[src/itrd_pkg.sv]
// Package for integer_to_radix_digits: sizes, codes, command and result types.
// Used by the interfaces, the front, the queue, the back end and the top level.
package itrd_pkg;

    localparam int MAX_DIGITS = 64;
    localparam int CNT_W      = $clog2(MAX_DIGITS + 1);
    localparam int IDX_W      = $clog2(MAX_DIGITS);

    localparam int VALUE_W = 64;
    localparam int MAG_W   = 63;
    localparam int RADIX_W = 6;
    localparam int CHAR_W  = 7;
    localparam int DIGIT_W = 6;

    // bits of dividend consumed per divider cycle
    localparam int STEP_BITS  = 8;
    localparam int DIV_CYCLES = (MAG_W + 1) / STEP_BITS;
    localparam int DCYC_W     = $clog2(DIV_CYCLES);

    localparam logic [RADIX_W-1:0] RADIX_LOW  = 6'd2;
    localparam logic [RADIX_W-1:0] RADIX_HIGH = 6'd36;
    localparam logic [DIGIT_W-1:0] DEC_DIGITS = 6'd10;

    localparam logic [CHAR_W-1:0] ASCII_ZERO  = 7'h30;
    localparam logic [CHAR_W-1:0] ASCII_UPPER = 7'h41;
    localparam logic [CHAR_W-1:0] ASCII_MINUS = 7'h2D;
    localparam logic [CHAR_W-1:0] ASCII_NUL   = 7'h00;

    localparam logic STATUS_OK  = 1'b0;
    localparam logic STATUS_BAD = 1'b1;

    typedef struct packed {
        logic [MAG_W-1:0]   mag;
        logic [RADIX_W-1:0] radix;
        logic               neg;
        logic               err;
    } t_cmd;

    typedef struct packed {
        logic [CHAR_W-1:0] character;
        logic              status;
        logic              last;
    } t_res;

    function automatic logic [CHAR_W-1:0] digit_char(input logic [DIGIT_W-1:0] d);
        logic [CHAR_W-1:0] r;
        if (d < DEC_DIGITS) begin
            r = ASCII_ZERO + CHAR_W'(d);
        end else begin
            r = ASCII_UPPER + CHAR_W'(d - DEC_DIGITS);
        end
        return r;
    endfunction

endpackage

[src/itrd_in_if.sv]
// Input channel of integer_to_radix_digits: valid/ready plus value and radix.
// Depends on itrd_pkg for field widths.
interface itrd_in_if;
    import itrd_pkg::*;

    logic               valid;
    logic               ready;
    logic [VALUE_W-1:0] value;
    logic [RADIX_W-1:0] radix;

    modport source (output valid, output value, output radix, input ready);
    modport sink   (input valid, input value, input radix, output ready);
endinterface

[src/itrd_out_if.sv]
// Output channel of integer_to_radix_digits: valid/ready plus one character item.
// Depends on itrd_pkg for field widths.
interface itrd_out_if;
    import itrd_pkg::*;

    logic              valid;
    logic              ready;
    logic [CHAR_W-1:0] character;
    logic              status;
    logic              last;

    modport source (output valid, output character, output status, output last,
                    input ready);
    modport sink   (input valid, input character, input status, input last,
                    output ready);
endinterface

[src/itrd_front.sv]
// Front end: accepts input items, checks the radix, forms the saturated magnitude.
// Depends on itrd_pkg and itrd_in_if.
module itrd_front (
    itrd_in_if.sink        i_in,
    output itrd_pkg::t_cmd o_cmd,
    output logic           o_cmd_valid,
    input  logic           i_cmd_ready
);
    import itrd_pkg::*;

    logic [VALUE_W-1:0] w_abs;

    always_comb begin
        w_abs = i_in.value[VALUE_W-1] ? (~i_in.value + VALUE_W'(1)) : i_in.value;
        o_cmd.err   = (i_in.radix < RADIX_LOW) || (i_in.radix > RADIX_HIGH);
        o_cmd.neg   = i_in.value[VALUE_W-1];
        o_cmd.radix = i_in.radix;
        // only the most negative value leaves bit 63 set; clamp it
        o_cmd.mag   = w_abs[VALUE_W-1] ? {MAG_W{1'b1}} : w_abs[MAG_W-1:0];
    end

    assign o_cmd_valid = i_in.valid;
    assign i_in.ready  = i_cmd_ready;

endmodule

[src/itrd_queue.sv]
// Two-entry command queue between front and back end.
// Depends on itrd_pkg.
module itrd_queue (
    input  logic           i_clk,
    input  logic           i_rst_n,
    input  itrd_pkg::t_cmd i_push,
    input  logic           i_push_valid,
    output logic           o_push_ready,
    output itrd_pkg::t_cmd o_pop,
    output logic           o_pop_valid,
    input  logic           i_pop_ready
);
    import itrd_pkg::*;

    t_cmd       r_mem [2];
    logic       r_wp, r_rp;
    logic [1:0] r_cnt;
    logic       w_push, w_pop;

    assign o_push_ready = (r_cnt != 2'd2);
    assign o_pop_valid  = (r_cnt != 2'd0);
    assign o_pop        = r_mem[r_rp];
    assign w_push       = i_push_valid && o_push_ready;
    assign w_pop        = o_pop_valid && i_pop_ready;

    always_ff @(posedge i_clk) begin
        if (w_push) begin
            r_mem[r_wp] <= i_push;
        end
    end

    always_ff @(posedge i_clk) begin
        if (!i_rst_n) begin
            r_wp  <= 1'b0;
            r_rp  <= 1'b0;
            r_cnt <= 2'd0;
        end else begin
            if (w_push) r_wp <= ~r_wp;
            if (w_pop)  r_rp <= ~r_rp;
            r_cnt <= r_cnt + 2'(w_push) - 2'(w_pop);
        end
    end

endmodule

[src/itrd_back.sv]
// Back end: radix-serial divider filling the digit store, then the character emitter.
// Depends on itrd_pkg and itrd_out_if.
module itrd_back (
    input  logic           i_clk,
    input  logic           i_rst_n,
    input  itrd_pkg::t_cmd i_cmd,
    input  logic           i_cmd_valid,
    output logic           o_cmd_ready,
    itrd_out_if.source     o_out
);
    import itrd_pkg::*;

    localparam logic [2:0] S_IDLE = 3'd0;
    localparam logic [2:0] S_DIV  = 3'd1;
    localparam logic [2:0] S_SIGN = 3'd2;
    localparam logic [2:0] S_RD   = 3'd3;
    localparam logic [2:0] S_OUT  = 3'd4;
    localparam logic [2:0] S_ERR  = 3'd5;

    logic [2:0]         r_state, n_state;
    logic [MAG_W:0]     r_shr, n_shr;      // dividend in, quotient out
    logic [DIGIT_W-1:0] r_rem, n_rem;
    logic [DCYC_W-1:0]  r_cyc, n_cyc;
    logic [CNT_W-1:0]   r_cnt, n_cnt;
    logic [CNT_W-1:0]   r_idx, n_idx;
    logic [RADIX_W-1:0] r_radix, n_radix;
    logic               r_neg, n_neg;
    logic               r_ov, n_ov;
    t_res               r_out, n_out;

    logic [DIGIT_W-1:0] r_store [MAX_DIGITS];
    logic [DIGIT_W-1:0] r_rdata;
    logic [CNT_W-1:0]   w_rd_ptr;

    logic [DIGIT_W-1:0]   w_rem;
    logic [STEP_BITS-1:0] w_qb;
    logic                 w_free;
    logic                 w_last_cyc;
    logic                 w_wr;

    // eight restoring steps on the narrow remainder per cycle
    always_comb begin
        logic [DIGIT_W:0] t;
        w_rem = r_rem;
        w_qb  = '0;
        for (int k = 0; k < STEP_BITS; k++) begin
            t = {w_rem, r_shr[MAG_W - k]};
            if (t >= {1'b0, r_radix}) begin
                w_rem = DIGIT_W'(t - {1'b0, r_radix});
                w_qb[STEP_BITS-1-k] = 1'b1;
            end else begin
                w_rem = t[DIGIT_W-1:0];
            end
        end
    end

    assign w_free      = !r_ov || o_out.ready;
    assign w_last_cyc  = (r_cyc == DCYC_W'(DIV_CYCLES - 1));
    assign w_wr        = (r_state == S_DIV) && w_last_cyc;
    assign o_cmd_ready = (r_state == S_IDLE);
    assign w_rd_ptr    = r_idx - CNT_W'(1);

    always_comb begin
        n_state = r_state;
        n_shr   = r_shr;
        n_rem   = r_rem;
        n_cyc   = r_cyc;
        n_cnt   = r_cnt;
        n_idx   = r_idx;
        n_radix = r_radix;
        n_neg   = r_neg;
        n_ov    = r_ov && !o_out.ready;
        n_out   = r_out;
        unique case (r_state)
            S_IDLE: begin
                if (i_cmd_valid) begin
                    n_radix = i_cmd.radix;
                    n_neg   = i_cmd.neg;
                    n_shr   = {1'b0, i_cmd.mag};
                    n_rem   = '0;
                    n_cyc   = '0;
                    n_cnt   = '0;
                    n_state = i_cmd.err ? S_ERR : S_DIV;
                end
            end
            S_DIV: begin
                n_shr = {r_shr[MAG_W-STEP_BITS:0], w_qb};
                n_rem = w_rem;
                n_cyc = r_cyc + DCYC_W'(1);
                if (w_last_cyc) begin
                    n_cnt = r_cnt + CNT_W'(1);
                    n_rem = '0;
                    // do-while: a zero value still yields one digit
                    if ((n_shr == '0) || (n_cnt == CNT_W'(MAX_DIGITS))) begin
                        n_idx   = n_cnt;
                        n_state = r_neg ? S_SIGN : S_RD;
                    end
                end
            end
            S_SIGN: begin
                if (w_free) begin
                    n_ov    = 1'b1;
                    n_out   = '{character: ASCII_MINUS, status: STATUS_OK, last: 1'b0};
                    n_state = S_RD;
                end
            end
            S_RD: begin
                n_state = S_OUT;
            end
            S_OUT: begin
                if (w_free) begin
                    n_ov    = 1'b1;
                    n_out   = '{character: digit_char(r_rdata), status: STATUS_OK,
                                last: (r_idx == CNT_W'(1))};
                    n_idx   = r_idx - CNT_W'(1);
                    n_state = (r_idx == CNT_W'(1)) ? S_IDLE : S_RD;
                end
            end
            S_ERR: begin
                if (w_free) begin
                    n_ov    = 1'b1;
                    n_out   = '{character: ASCII_NUL, status: STATUS_BAD, last: 1'b1};
                    n_state = S_IDLE;
                end
            end
            default: begin
                n_state = S_IDLE;
            end
        endcase
    end

    always_ff @(posedge i_clk) begin
        if (w_wr) begin
            r_store[r_cnt[IDX_W-1:0]] <= w_rem;
        end
        if (r_state == S_RD) begin
            r_rdata <= r_store[w_rd_ptr[IDX_W-1:0]];
        end
    end

    always_ff @(posedge i_clk) begin
        if (!i_rst_n) begin
            r_state <= S_IDLE;
            r_ov    <= 1'b0;
            r_cyc   <= '0;
            r_cnt   <= '0;
            r_idx   <= '0;
            r_neg   <= 1'b0;
            r_radix <= '0;
        end else begin
            r_state <= n_state;
            r_ov    <= n_ov;
            r_cyc   <= n_cyc;
            r_cnt   <= n_cnt;
            r_idx   <= n_idx;
            r_neg   <= n_neg;
            r_radix <= n_radix;
        end
    end

    always_ff @(posedge i_clk) begin
        r_shr <= n_shr;
        r_rem <= n_rem;
        r_out <= n_out;
    end

    assign o_out.valid     = r_ov;
    assign o_out.character = r_out.character;
    assign o_out.status    = r_out.status;
    assign o_out.last      = r_out.last;

    a_idx_nonzero: assert property (@(posedge i_clk) disable iff (!i_rst_n)
        (r_state == S_OUT || r_state == S_RD) |-> (r_idx != '0))
        else $error("emit index underflow");

    a_cnt_bound: assert property (@(posedge i_clk) disable iff (!i_rst_n)
        r_cnt <= CNT_W'(MAX_DIGITS))
        else $error("digit count beyond store depth");

    a_err_item: assert property (@(posedge i_clk) disable iff (!i_rst_n)
        (r_ov && r_out.status) |-> (r_out.character == ASCII_NUL && r_out.last))
        else $error("error item malformed");

    a_rem_bound: assert property (@(posedge i_clk) disable iff (!i_rst_n)
        (r_state == S_DIV) |-> (r_rem < r_radix))
        else $error("remainder not below radix");

endmodule

[src/integer_to_radix_digits.sv]
// Top level of integer_to_radix_digits: front end, command queue, back end.
// Depends on itrd_pkg, itrd_in_if, itrd_out_if, itrd_front, itrd_queue, itrd_back.
//
// Usage:
//   i_in  carries one item per conversion: a signed 64-bit value and a 6-bit radix.
//   o_out carries one item per character, most significant first: '-' for a
//         negative value, then '0'-'9'/'A'-'Z'; last marks the final character.
//   A radix outside 2..36 gives a single item: character 0, status 1, last 1.
//   Zero converts to "0". The most negative value clamps to -(2^63-1).
// Timing:
//   The front checks the radix and forms the magnitude combinationally and
//   pushes a command into a two-entry queue, so up to two items are taken
//   while the back end is busy. The back end divides 8 bits per cycle
//   for each digit; each character is then read from the digit store and
//   loaded into the output register. The back end takes a new item only
//   when it is idle, after the last character of the previous item or its
//   error item has been loaded.
// Reset (synchronous, active low) empties the queue and output register; the
// digit store is not cleared. A stalled receiver holds the output item and
// the back end waits; the queue keeps accepting until full.
module integer_to_radix_digits (
    input  logic       i_clk,
    input  logic       i_rst_n,
    itrd_in_if.sink    i_in,
    itrd_out_if.source o_out
);
    import itrd_pkg::*;

    t_cmd w_fr_cmd, w_q_cmd;
    logic w_fr_valid, w_fr_ready;
    logic w_q_valid, w_q_ready;

    // classify and saturate the incoming item
    itrd_front u_front (
        .i_in        (i_in),
        .o_cmd       (w_fr_cmd),
        .o_cmd_valid (w_fr_valid),
        .i_cmd_ready (w_fr_ready)
    );

    // decouples intake from the long conversion
    itrd_queue u_queue (
        .i_clk        (i_clk),
        .i_rst_n      (i_rst_n),
        .i_push       (w_fr_cmd),
        .i_push_valid (w_fr_valid),
        .o_push_ready (w_fr_ready),
        .o_pop        (w_q_cmd),
        .o_pop_valid  (w_q_valid),
        .i_pop_ready  (w_q_ready)
    );

    // division into the digit store, then character output
    itrd_back u_back (
        .i_clk       (i_clk),
        .i_rst_n     (i_rst_n),
        .i_cmd       (w_q_cmd),
        .i_cmd_valid (w_q_valid),
        .o_cmd_ready (w_q_ready),
        .o_out       (o_out)
    );

endmodule
[src/flat_wrapper.sv]
// flat-port wrapper written by rule: the top's interface ports become plain ports
module integer_to_radix_digits_flat import itrd_pkg::*;
  (i_clk, i_rst_n, i_in_valid, i_in_value, i_in_radix, i_in_ready, o_out_valid, o_out_character, o_out_status, o_out_last, o_out_ready);
  itrd_in_if i_in_i ();
  itrd_out_if o_out_i ();
  input  logic i_clk;
  input  logic i_rst_n;
  input wire logic [$bits(i_in_i.valid)-1:0] i_in_valid;
  input wire logic [$bits(i_in_i.value)-1:0] i_in_value;
  input wire logic [$bits(i_in_i.radix)-1:0] i_in_radix;
  output wire logic [$bits(i_in_i.ready)-1:0] i_in_ready;
  output wire logic [$bits(o_out_i.valid)-1:0] o_out_valid;
  output wire logic [$bits(o_out_i.character)-1:0] o_out_character;
  output wire logic [$bits(o_out_i.status)-1:0] o_out_status;
  output wire logic [$bits(o_out_i.last)-1:0] o_out_last;
  input wire logic [$bits(o_out_i.ready)-1:0] o_out_ready;
  assign i_in_i.valid = i_in_valid;
  assign i_in_i.value = i_in_value;
  assign i_in_i.radix = i_in_radix;
  assign i_in_ready = i_in_i.ready;
  assign o_out_valid = o_out_i.valid;
  assign o_out_character = o_out_i.character;
  assign o_out_status = o_out_i.status;
  assign o_out_last = o_out_i.last;
  assign o_out_i.ready = o_out_ready;
  integer_to_radix_digits u_core (.i_clk(i_clk), .i_rst_n(i_rst_n), .i_in(i_in_i), .o_out(o_out_i));
endmodule
[config.mk]
export PLATFORM = sky130hd
export DESIGN_NAME = integer_to_radix_digits_flat
export DESIGN_NICKNAME = d
export VERILOG_FILES = /design/src/itrd_pkg.sv /design/src/itrd_in_if.sv /design/src/itrd_out_if.sv /design/src/itrd_front.sv /design/src/itrd_queue.sv /design/src/itrd_back.sv /design/src/integer_to_radix_digits.sv /design/src/flat_wrapper.sv
export SDC_FILE = /design/constraint.sdc
export NUM_CORES = 1
export LEC_CHECK = 0
export BUFFER_PORTS_ARGS = -buffer_cell sky130_fd_sc_hd__buf_4
export CORE_ASPECT_RATIO = 0.8
export CORE_MARGIN = 10
export CORE_UTILIZATION = 60
export DETAILED_ROUTE_END_ITERATION = 8
export PLACE_DENSITY = 0.84
export SYNTH_ARGS = -nofsm -noshare
export SYNTH_HDL_FRONTEND = slang
export SYNTH_SLANG_ARGS = --single-unit
[constraint.sdc]
create_clock -name i_clk -period 25.8 [get_ports i_clk]
set_input_delay 1.29 -clock i_clk [delete_from_list [all_inputs] [get_ports i_clk]]
set_output_delay 1.29 -clock i_clk [all_outputs]
set_load 0.05 [all_outputs]
==> results.toml, run 1 <==
[critical_path]
slowest_stage = "mux2_2"
startpoint = "u_core.u_back.r_radix[1]$_SDFFE_PN0P_"
cp_max_fo = 65
critPathCapture = "u_core.u_back.r_store[22][1]$_DFFE_PP_"
critPathKind = "reg2reg"
start_kind = "register"
reg2reg_to = "u_core.u_back.r_store[22][1]$_DFFE_PP_"
cp-end-kind = "register"
max_stage_delay_ps = 1120
crit_required_ps = 26030
rr_startpoint = "u_core.u_back.r_radix[1]$_SDFFE_PN0P_"
reg2reg_slack_ps = 5170
critPathArrivalTime_ps = 20860
rr_worst_depth = 72

[grt]
grtUsageTotal_pct = 24.0
first_global_vias = 18000
grt-ovfl-total = 0
grt_antenna_before_repair = 0
grt_max_degree = 117
grt_pass1_wl_um = 107000

[floorplanning]
core_area_um2 = 48600
start_util_pct = 60.8
fp.dieW_um = 268
die_y_um = 218
rows = 72
dieArea_um2 = 58600
io_pins = 85

[yosys]
synth-seq-area-share_pct = 64.3
synth_top_area_cell = "edfxtp_1"
yosysUniqueCellTypes = 82
ys_ff_latch = 644
netlist_area_um2 = 29500
synth-edff-count = 611
synth_top_flop_cell = "edfxtp_1"
ys_warn_count = 0
synth_fp_nets = 2117
synthCells = 1977
yosysMostFrequentCell = "edfxtp_1"
async_reset_ff_share_pct = 0
synthTopCellsByCount = "edfxtp_1 (611), nand2_1 (198), mux4_2 (126), nor2_1 (119), o21ai_0 (114)"
synth_top_area_share_pct = 62.1
synth_area_per_cell_um2 = 14.9
yosys-top-cells-area = "edfxtp_1 (62%), mux4_2 (9.6%), mux2i_1 (2.7%), nand2_1 (2.5%), ha_1 (2.5%)"

[route]
drc_errors = 0
drt_pre_antenna_iters = 5
routed_wirelength_um = 70500
routed-via-count = 17800
wl_per_cell_um = 25.9
antenna_left = 0
drt-vias-per-instance = 6.54
dr.first_iter.drc_count = 2177

[clocking]
cts_buffers = 58
cts_root_buf = "clkbuf_16"
postCtsSetupBuffers = 0
h-tree-depth = 2
hold_buffers = 0
cts.sinks = 644
cts.path.max_buffers = 3
cts_tree = "built"
cts_resized = 0
clkTransAtPathRegs_ps = 70
clock_latency_ps = 630

[final_layout]
nNetsFinal = 2185
fin_area_um2 = 32600
area_growth_pct = 10.4
drive_gt1_share_pct = 17.3
antennaDiodeCount = 0

[place]
placed_area_um2 = 30800
routabilityCongestion = 0.912
io_buffers = 84
hpwlAfterDp_um = 44000

[timing]
rsz0062_at_grt = "false"
hold_viol = 0
min_period_ps = 20630
clock_skew_ps = 32.1
fin_hold_ws_ps = 488
max_freq_mhz = 48.5
setup_tns_ps = 0
max-slew-margin-rel_pct = 16.5
period_share_pct = 79.9
worst_pin_slew_ps = 1250
setup_viol = 0
finalMaxSlewViolations = 0

[outcome]
outcome = "finished clean"

[min_path]
hold_path_class = "reg2reg"
holdPathStages = 2

[run]
cap_violations = 0
[per-stage QoR]
| step | instances | setup WS, ps | utilization, % |
|---|---|---|---|
| after global placement | 2614 | 6320 | 63.3 |
| after global routing | 2719 | 3430 | 67.1 |
| after detailed placement | 2614 | 5710 | 63.3 |
| after CTS | 2719 | 5490 | 67.1 |
| after floorplan | 1977 | 7350 | - |
| final | 2719 | 5170 | 67.1 |
[cell usage in the layout (no fill, tap or decap), types with 16 or more instances in the layout]
master / Yosys / final
nand3_1: 22 / 21
mux4_2: 126 / 126
or3_1: 17 / 17
mux2_2: 18 / 18
clkbuf_16: 0 / 59
nor4_1: 17 / 17
nor2_1: 119 / 118
o31ai_1: 20 / 20
mux2i_1: 79 / 77
edfxtp_1: 611 / 611
o21ai_0: 114 / 114
nor2b_1: 19 / 19
a21oi_1: 53 / 53
nand2_1: 198 / 197
xnor2_1: 21 / 19
ha_1: 58 / 57
dfxtp_1: 33 / 31
clkinv_1: 2 / 16
xor2_1: 73 / 73
buf_4: 1 / 97
inv_1: 54 / 54
[worst min path at each step]
stage / from / end
after global routing: u_core.u_back.r_idx[4]$_SDFFE_PN0P_ / u_core.u_back.r_idx[4]$_SDFFE_PN0P_
final: u_core.u_back.r_cyc[1]$_SDFFE_PN0P_ / u_core.u_back.r_cyc[1]$_SDFFE_PN0P_
after floorplan: u_core.u_back.r_idx[4]$_SDFFE_PN0P_ / u_core.u_back.r_idx[4]$_SDFFE_PN0P_
after global placement: u_core.u_back.r_cyc[1]$_SDFFE_PN0P_ / u_core.u_back.r_cyc[1]$_SDFFE_PN0P_
after CTS: u_core.u_back.r_cyc[1]$_SDFFE_PN0P_ / u_core.u_back.r_cyc[1]$_SDFFE_PN0P_
after detailed placement: u_core.u_back.r_idx[4]$_SDFFE_PN0P_ / u_core.u_back.r_idx[4]$_SDFFE_PN0P_
[logic make-up after synthesis]
family                     Yosys count  share of synthesized area, %
AOI/OAI and AO/OA                  304                          6.64
xor gates and xnor gates            94                          2.79
adders and majority gates           66                          3.00
buffers and inverters              145                          2.00
DFF                                644                          64.3
muxes                              226                          13.1
and+or+nand+nor                    498                          8.11
[critical path, delay by kind of cell (launching register included)]
kind | cells | cell delay [ps]
buffers and inverters | 4 | 730
adder cells (fa/ha/maj) | 8 | 2400
AND/OR/NAND/NOR | 13 | 2390
flip-flops | 1 | 700
multiplexers | 5 | 2640
AO/OA/AOI/OAI | 42 | 11280
[state kept, by name, indices dropped and copies added, names as in the netlist, 6 cells and up, named ones only]
register and cells:
u_core.u_back.r_idx 7, u_core.u_back.r_shr 64, u_core.u_back.r_radix 6, u_core.u_back.r_store 384
u_core.u_back.r_rem 6, u_core.u_back.o_out.character 7, u_core.u_back.r_cnt 7, u_core.u_queue.r_mem 142
u_core.u_back.r_rdata 6
[per-layer routing]
| layer | share of wire [%] | vias to the layer above | track usage (%) | routed length [um] |
|---|---|---|---|---|
| li1 | - | 7784 | - | - |
| met1 | 39 | 8872 | 31.6 | 27400 |
| met2 | 48 | 934 | 39.1 | 34100 |
| met4 | 3.5 | 0 | 8.93 | 2460 |
| met3 | 9.2 | 181 | 5.20 | 6500 |
| met5 | 0 | - | 0 | 0 |
[area by class of cell]
type / count / area (um2)
multi-input combinational: 1188 / 10000
tap: 629 / 787
inverter: 56 / 210
sequential: 644 / 19000
clock inverter: 32 / 309
clock buffer: 73 / 1540
fill: 3061 / 16000
timing repair buffer: 97 / 728
Power of run 1 is left out: the tool's default activity adds up to more than one toggle a clock period on the data nets, which glitch-free logic cannot reach.
==> inputs of run 2 (changes only) <==
==> constraint.sdc (replaced) <==
create_clock -name i_clk -period 19 [get_ports i_clk]
set_input_delay 0.95 -clock i_clk [delete_from_list [all_inputs] [get_ports i_clk]]
set_output_delay 0.95 -clock i_clk [all_outputs]
set_load 0.05 [all_outputs]
==> run 2 against run 1 <==
- critical path depth rose by 5
- maximum frequency rose by 17%
- utilization rose by 0.91 points
- global-route usage rose by 1.0 points
- first-iteration DRC count rose by 12%
- non-clock buffer count rose by 15
- via count rose by 2.6%
- worst setup slack got worse by 3900 ps
- sequential share of layout area fell by 0.78 points
- worst hold slack got worse by 4.4 ps
- flip-flop and latch count did not move
==> results.toml, run 2 (synthesized netlist as in run 1, its figures left out) <==
[timing]
setup_tns_ps = 0
max-slew-margin-rel_pct = 26.7
finalMaxSlewViolations = 0
setup_viol = 0
max_freq_mhz = 56.6
min_period_ps = 17680
rsz0062_at_grt = "false"
clock_skew_ps = 30.8
period_share_pct = 93.0
fin_hold_ws_ps = 484
hold_viol = 0
worst_pin_slew_ps = 1100

[route]
routed-via-count = 18200
dr.first_iter.drc_count = 2433
drt_pre_antenna_iters = 5
antenna_left = 0
drt-vias-per-instance = 6.66
wl_per_cell_um = 26.8
drc_errors = 0
routed_wirelength_um = 73400

[place]
routabilityCongestion = 0.907
hpwlAfterDp_um = 44900
io_buffers = 84

[final_layout]
layout_common_cells = "edfxtp_1 (611), nand2_1 (196), mux4_2 (126), nor2_1 (118), o21ai_0 (113)"
area_growth_pct = 11.9
largest_reg_flops = 384
fill_cells = 3008
mostFrequentLayoutCell = "edfxtp_1"
antennaDiodeCount = 0
nNetsFinal = 2201
final_core_util_pct = 68.1
multi_input_area_um2 = 10100
drive_gt1_share_pct = 19.0
final-seq-area_um2 = 19000

[clocking]
clock_latency_ps = 640
cts_tree = "built"
cts.sinks = 644
cts_root_buf = "clkbuf_16"
h-tree-depth = 2
cts.path.max_buffers = 3
hold_buffers = 0
clkTransAtPathRegs_ps = 70
cts_buffers = 59

[critical_path]
reg2reg_to = "u_core.u_back.r_store[39][4]$_DFFE_PP_"
cp_max_fo = 64
critPathKind = "reg2reg"
reg2reg_slack_ps = 1320
rr_startpoint = "u_core.u_back.r_radix[5]$_SDFFE_PN0P_"
start_kind = "register"
cp-end-kind = "register"
startpoint = "u_core.u_back.r_radix[5]$_SDFFE_PN0P_"
critPathArrivalTime_ps = 18010
slowest_stage = "or3_4"
rr_worst_depth = 77
max_stage_delay_ps = 470
crit_required_ps = 19330
critPathCapture = "u_core.u_back.r_store[39][4]$_DFFE_PP_"
crit_top_cell = "ha_1"

[floorplanning]
start_util_pct = 60.8
fp.dieW_um = 268
core_area_um2 = 48600
io_pins = 85
die_y_um = 218
rows = 72
dieArea_um2 = 58600

[grt]
first_global_vias = 17900
grt-ovfl-total = 0
grt_pass1_wl_um = 111000
grt_max_degree = 112
grtUsageTotal_pct = 25.0
grt_antenna_before_repair = 0

[min_path]
hold_path_class = "reg2reg"

[run]
cap_violations = 0

[outcome]
outcome = "finished clean"
run 2: cell count changes in the layout (fill, tap and decap cells not counted), sizes merged:
cell	delta
inv	+1
bufinv	+7
clkbuf	-6
clkinv	+3
buf	+15
run 2: timing repair:
action,CTS,global route
gates resized for setup,0,12
setup endpoints to repair,0,400
buffers inserted,0,3
endpoints found under the hold margin,0,0
run 2: worst max-delay path: cells and delay by family, from the launching register on:
family	cells	cell delay, ps
AOI/OAI and AO/OA	43	9560
adders and majority gates	8	2430
buffers and inverters	9	1310
DFF	1	380
muxes	4	1340
and+or+nand+nor	13	2280
run 2: worst min path at each step:
stage	slack (ps)	cells after the start	start	endpoint
after floorplan	450	2	u_core.u_back.r_idx[4]$_SDFFE_PN0P_	u_core.u_back.r_idx[4]$_SDFFE_PN0P_
after global placement	460	2	u_core.u_back.r_idx[4]$_SDFFE_PN0P_	u_core.u_back.r_idx[4]$_SDFFE_PN0P_
after detailed placement	470	2	u_core.u_back.r_idx[5]$_SDFFE_PN0P_	u_core.u_back.r_idx[5]$_SDFFE_PN0P_
after CTS	470	1	i_in_radix[0]	u_core.u_queue.r_mem[1][2]$_DFFE_PP_
after global routing	480	1	i_in_radix[2]	u_core.u_queue.r_mem[1][4]$_DFFE_PP_
final	480	2	u_core.u_back.r_idx[5]$_SDFFE_PN0P_	u_core.u_back.r_idx[5]$_SDFFE_PN0P_
run 2: cell type report:
type,instances,share of cell area (%)
multi-input cells,1188,30.4
clock inverters,43,1.66
clock buffers,67,4.56
well taps,629,2.38
inverters,56,0.647
repair buffers,112,2.77
flip-flops and latches,644,57.5
run 2: per-layer routing:
metal | vias to the layer above | global-route usage (%) | wire length [um] | part of all wire [%]
met5 | - | 0 | 0 | 0
met4 | 0 | 7.16 | 2070 | 2.8
met3 | 187 | 5.49 | 8260 | 11
met2 | 1275 | 39.0 | 34500 | 47
met1 | 8958 | 35.3 | 28600 | 39
li1 | 7821 | - | - | -
run 2: stage by stage:
| stage | cell area [um2] | setup WS, ps | cells |
|---|---|---|---|
| after floorplan | 29500 | 546 | 1977 |
| after global placement | 30900 | 1060 | 2626 |
| after detailed placement | 30900 | 440 | 2626 |
| after CTS | 33000 | 296 | 2736 |
| after global routing | 33000 | 76.2 | 2739 |
| final | 33000 | 1320 | 2739 |
Power of run 2 is left out for the same reason.
